## src/hw/rtl/rdl_pkg.sv

```systemverilog
// rdl_pkg: shared types, widths and codes of the row dark-line detector
// depends on nothing; imported by the top level and rdl_div
package rdl_pkg;

  // row geometry
  localparam int ROW_LENGTH = 640;
  localparam int IDX_W      = $clog2(ROW_LENGTH);
  localparam int CNT_W      = $clog2(ROW_LENGTH + 1);

  // pixel storage: only the high five bits of a byte are kept
  localparam int BYTE_W    = 8;
  localparam int PIX_W     = 5;
  localparam int PIX_SHIFT = BYTE_W - PIX_W;
  localparam int PIX_MAX   = ((1 << PIX_W) - 1) << PIX_SHIFT;

  // row sum and mean
  localparam int SUM_W  = $clog2(ROW_LENGTH * PIX_MAX + 1);
  localparam int MEAN_W = BYTE_W;
  localparam int DSTEP_W = $clog2(SUM_W + 1);

  // fixed field widths
  localparam int CENTRE_W   = 10;
  localparam int TOTAL_W    = 8;
  localparam int DIST_W     = 4;
  localparam int MINW_W     = 10;
  localparam int CFG_IDX_W  = 2;
  localparam int CFG_DATA_W = 10;
  localparam int DIFF_W     = (IDX_W > MINW_W) ? IDX_W : MINW_W;

  // register reset values
  localparam logic [DIST_W-1:0] DIST_RST = DIST_W'(5);
  localparam logic [MINW_W-1:0] MINW_RST = MINW_W'(30);
  localparam logic [TOTAL_W-1:0] TOTAL_MAX = '1;

  // configuration register indexes
  typedef enum logic [CFG_IDX_W-1:0] {
    CFG_FIRST_ONLY = 2'd0,
    CFG_EDGE_DIST  = 2'd1,
    CFG_MIN_WIDTH  = 2'd2
  } cfg_idx_t;

  // input commands
  typedef enum logic [1:0] {
    CMD_PIXEL  = 2'd0,
    CMD_ARM    = 2'd1,
    CMD_DISARM = 2'd2,
    CMD_CLEAR  = 2'd3
  } cmd_t;

  // input beat
  typedef struct packed {
    cmd_t              command;
    logic [BYTE_W-1:0] pixel_byte;
    logic              last_pixel;
  } in_beat_t;

  // result beat
  typedef struct packed {
    logic                row_has_line;
    logic [CENTRE_W-1:0] line_centre;
    logic [TOTAL_W-1:0]  line_total;
    logic                search_on;
  } out_beat_t;

  // divider request and response
  typedef struct packed {
    logic             start;
    logic [SUM_W-1:0] dividend;
    logic [CNT_W-1:0] divisor;
  } div_req_t;

  typedef struct packed {
    logic              done;
    logic [MEAN_W-1:0] quotient;
  } div_rsp_t;

endpackage

```

## src/hw/rtl/rdl_div.sv

```systemverilog
// rdl_div: restoring divider, one quotient bit per cycle, for the row mean
// depends on rdl_pkg
module rdl_div
  import rdl_pkg::*;
(
  input  logic     clk,
  input  logic     rst_n,
  input  div_req_t req,
  output div_rsp_t rsp
);

  logic               busy_r, busy_nxt;
  logic               done_r, done_nxt;
  logic [DSTEP_W-1:0] step_r, step_nxt;
  logic [SUM_W-1:0]   quo_r, quo_nxt;
  logic [CNT_W-1:0]   rem_r, rem_nxt;
  logic [CNT_W-1:0]   dvs_r, dvs_nxt;
  logic [CNT_W:0]     rem_sh;
  logic [CNT_W:0]     trial;
  logic               fits;

  // one shift-subtract step
  assign rem_sh = {rem_r, quo_r[SUM_W-1]};
  assign trial  = rem_sh - {1'b0, dvs_r};
  assign fits   = (rem_sh >= {1'b0, dvs_r});

  always_comb begin
    busy_nxt = busy_r;
    done_nxt = 1'b0;
    step_nxt = step_r;
    quo_nxt  = quo_r;
    rem_nxt  = rem_r;
    dvs_nxt  = dvs_r;
    if (req.start) begin
      busy_nxt = 1'b1;
      step_nxt = DSTEP_W'(SUM_W);
      quo_nxt  = req.dividend;
      rem_nxt  = '0;
      dvs_nxt  = req.divisor;
    end else if (busy_r) begin
      rem_nxt  = fits ? trial[CNT_W-1:0] : rem_sh[CNT_W-1:0];
      quo_nxt  = {quo_r[SUM_W-2:0], fits};
      step_nxt = step_r - DSTEP_W'(1);
      if (step_r == DSTEP_W'(1)) begin
        busy_nxt = 1'b0;
        done_nxt = 1'b1;
      end
    end
  end

  // control state
  always_ff @(posedge clk) begin
    if (!rst_n) begin
      busy_r <= 1'b0;
      done_r <= 1'b0;
    end else begin
      busy_r <= busy_nxt;
      done_r <= done_nxt;
    end
  end

  // datapath
  always_ff @(posedge clk) begin
    step_r <= step_nxt;
    quo_r  <= quo_nxt;
    rem_r  <= rem_nxt;
    dvs_r  <= dvs_nxt;
  end

  // mean of stored bytes never exceeds one byte
  assign rsp.done     = done_r;
  assign rsp.quotient = quo_r[MEAN_W-1:0];

  // done pulses only at the end of a running division
  a_done_after_busy: assert property (@(posedge clk) disable iff (!rst_n)
    done_r |-> $past(busy_r))
    else $error("divider done without a running division");

endmodule
```

## config.mk

```make
export PLATFORM = sky130hd
export DESIGN_NAME = rdl_div
export DESIGN_NICKNAME = d
export VERILOG_FILES = /design/src/hw/rtl/rdl_pkg.sv /design/src/hw/rtl/rdl_div.sv
export SDC_FILE = /design/constraint.sdc
export NUM_CORES = 1
export LEC_CHECK = 0
export BUFFER_PORTS_ARGS = -buffer_cell sky130_fd_sc_hd__buf_2
export CORE_MARGIN = 2
export CORE_UTILIZATION = 50
export CTS_BUF_LIST = sky130_fd_sc_hd__clkbuf_8
export DETAILED_ROUTE_END_ITERATION = 8
export PLACE_DENSITY = 0.72
export SLEW_MARGIN = 20
export SYNTH_ARGS = -nofsm -noshare
export SYNTH_HDL_FRONTEND = slang
export SYNTH_SLANG_ARGS = --single-unit
export TNS_END_PERCENT = 10
```

## constraint.sdc

```tcl
create_clock -name clk -period 3.2 [get_ports clk]
set_input_delay 0.48 -clock clk [delete_from_list [all_inputs] [get_ports clk]]
set_output_delay 0.48 -clock clk [all_outputs]
set_load 0.005 [all_outputs]
```

==> metrics.yaml <==
vias: 1692
die_h_um: 73.73
cp.required_ns: 3.38
rows: 25
status: "finished, final reports clean"
grt_pass1_vias: 1644
port_buffers: 39
drtIter0Drc: 94
ys_types: 52
grt.total_usage_pct: 18.38
max_slew_margin_pct: 51.33
cts_max_level: 2
yosysWarnings: 0
grt_max_degree: 39
wirelength_mm: 4.653
p_leak_nw: 1.105
start_util_pct: 51.81
post_drt_wl_per_cell_um: 15.11
grt_util_met3_pct: 3.429
use_met1_pct: 24.01
cts_hold_buf: 0
avgViaCountPerCell: 5.494
reg2reg_depth: 7
area_growth_pct: 10.50
fin_crit_ns: 2.328
hold_ws_ns: 0.3581
cts_buffers: 5
tritoncts: "yes"
cts_post_setup_buffers_inserted: 0
crit_slowest_cell: "a2111oi_4"
coreArea_um2: 4692
ios: 40
grtUsageMet2_pct: 30.75
syn_inst: 222
cp-start-kind: "flop"
final_common_cell: "buf_2"
ir_drop_uv: 369.2
synth.avg_cell_area_um2: 10.95
num_antenna_cells: 0
drive_gt1_share_pct: 27.56
cts_resized: 0
die_area_um2: 5436
layout_common_cells: "buf_2 (39), edfxtp_1 (28), inv_1 (20)"
syn_nets: 266
arrival_ns: 2.51
utilization_pct: 57.25
layout.nets: 297
drc_errors: 0
synth-edff-count: 28
cts.path.max_buffers: 2
cts-root-buf: "clkbuf_8"
top_usage_layer: "met2"
path_clk_slew_ns: 0.08
worstMarginPinSlew_ns: 0.7292
grt_overflow: 0
final.setup.tns_ns: 0
syn_area_um2: 2431
ys_seq_area_share_pct: 48.58
min_delay_path_depth: 1
clock-sinks: 45
endpoint_kind: "flop"
path_class: "reg -> reg"
dpl_worst_slack_ns: 0.9053
max_stage_delay_ns: 0.74
synthArstFlopShare_pct: 0
synthFlopType: "edfxtp_1"
rsz0062_at_grt: "no"
die_w_um: 73.73
timing.final.hold_violations: 0
max_freq_ghz: 0.4296
hold_path.class: "in -> reg"
finalPower_w: 0.001361
grt_pass1_wl_mm: 7.596
period_share_pct: 72.75
drtAntennaViolNets: 0
worst_slack_ns: 0.8721
maxCapViolations: 0
antenna_found_initial: 0
dr.pass1.iters: 4
final-setup-viol-count: 0
clkLatencyLatePin_ns: 0.29
crit_path_cell_trace: "inv_1 > ha_1 > nor2b_2 > o2111ai_2 > a2111oi_4 > nor3_1 > o31a_1"
fin_skew_ns: 0.005174
dp_hpwl_mm: 3.210
p_per_area_nw_per_um2: 506.7
place_congestion: 0.8519
ys_seq_elements: 45
maxSlewViolCount: 0
crit_fanout: 11
==> final timing paths <==
check,startpoint,end,slack [ns]
min reg2reg,rem_r[8],rem_r[8],0.51
min,req[2],dvs_r[2],0.36
max,dvs_r[1],rem_r[3],0.87
max reg2reg,dvs_r[1],rem_r[3],0.87
==> state kept, by name, summed over array words and instances, names as in the netlist <==
| signal | flops |
|---|---|
| busy_r | 1 |
| dvs_r | 10 |
| step_r | 5 |
| quo_r | 18 |
| rem_r | 10 |
| done_r | 1 |
==> logic make-up after synthesis <==
family,share of synthesized area (%)
XOR/XNOR,3.243
adder cells (fa/ha/maj),6.999
AND/OR/NAND/NOR,11.02
multiplexers,8.337
flip-flops,48.58
buffers and inverters,7.205
AO/OA/AOI/OAI,14.62
==> worst max-delay path, delay by kind of cell (launching register included) <==
kind                       cells  cell delay (ns)
buffers and inverters          1             0.06
and+or+nand+nor                2             0.29
DFF                            1             0.33
AOI/OAI and AO/OA              3             1.23
adders and majority gates      1             0.30
==> where the power goes <==
group / switching, W / internal (W) / total, W / leakage (nW)
clock: 0.000189 / 0.000150 / 0.000339 / 0.0507
combinational: 0.000172 / 0.000139 / 0.000311 / 0.636
sequential: 0.0000337 / 0.000677 / 0.000711 / 0.419
total: 0.000395 / 0.000966 / 0.00136 / 1.11
==> cell type report <==
| type | instances | area (um2) |
|---|---|---|
| clock buffer | 5 | 68.82 |
| inverter | 18 | 67.56 |
| timing repair buffer | 41 | 210.2 |
| clock inverter | 3 | 16.27 |
| tap | 54 | 67.56 |
| sequential | 45 | 1181 |
| multi-input combinational | 142 | 1075 |
| fill | 413 | 2006 |
==> cells in the mapped netlist, types with 2 or more instances <==
master    instances  area, um2
nor2_1           14      52.55
a21o_1            2      15.01
buf_4             9      67.56
clkbuf_1          3      11.26
o21ai_1           2      10.01
o21a_1            3      22.52
nor4_1            4      25.02
a21oi_1          12      60.06
o41ai_1           2      17.52
ha_1             12      150.1
mux2_2           18      202.7
buf_2             2      10.01
dfxtp_1          17      340.3
o211ai_1          2      15.01
inv_1            18      67.56
o21ai_0           7      35.03
a311oi_1          3      26.28
nor3_1            5      25.02
nand2_1          13      48.80
xnor2_1           6      52.55
o31ai_1           2      15.01
nand3_1           6      30.03
xor2_1            3      26.28
edfxtp_1         28      840.8
buf_1             2      7.510
==> metrics by stage <==
stage | instance area [um2] | instances
3_3_place_gp | 2601 | 300
3_5_place_dp | 2601 | 300
6_report | 2686 | 308
4_1_cts | 2686 | 308
2_1_floorplan | 2431 | 222
5_1_grt | 2686 | 308
==> per-layer routing <==
metal / up-vias / wire length, um
met1: 790 / 2195
li1: 866 / -
met5: - / 0
met3: 7 / 160
met2: 29 / 2243
met4: 0 / 54
Power figures use the tool's default switching activity.
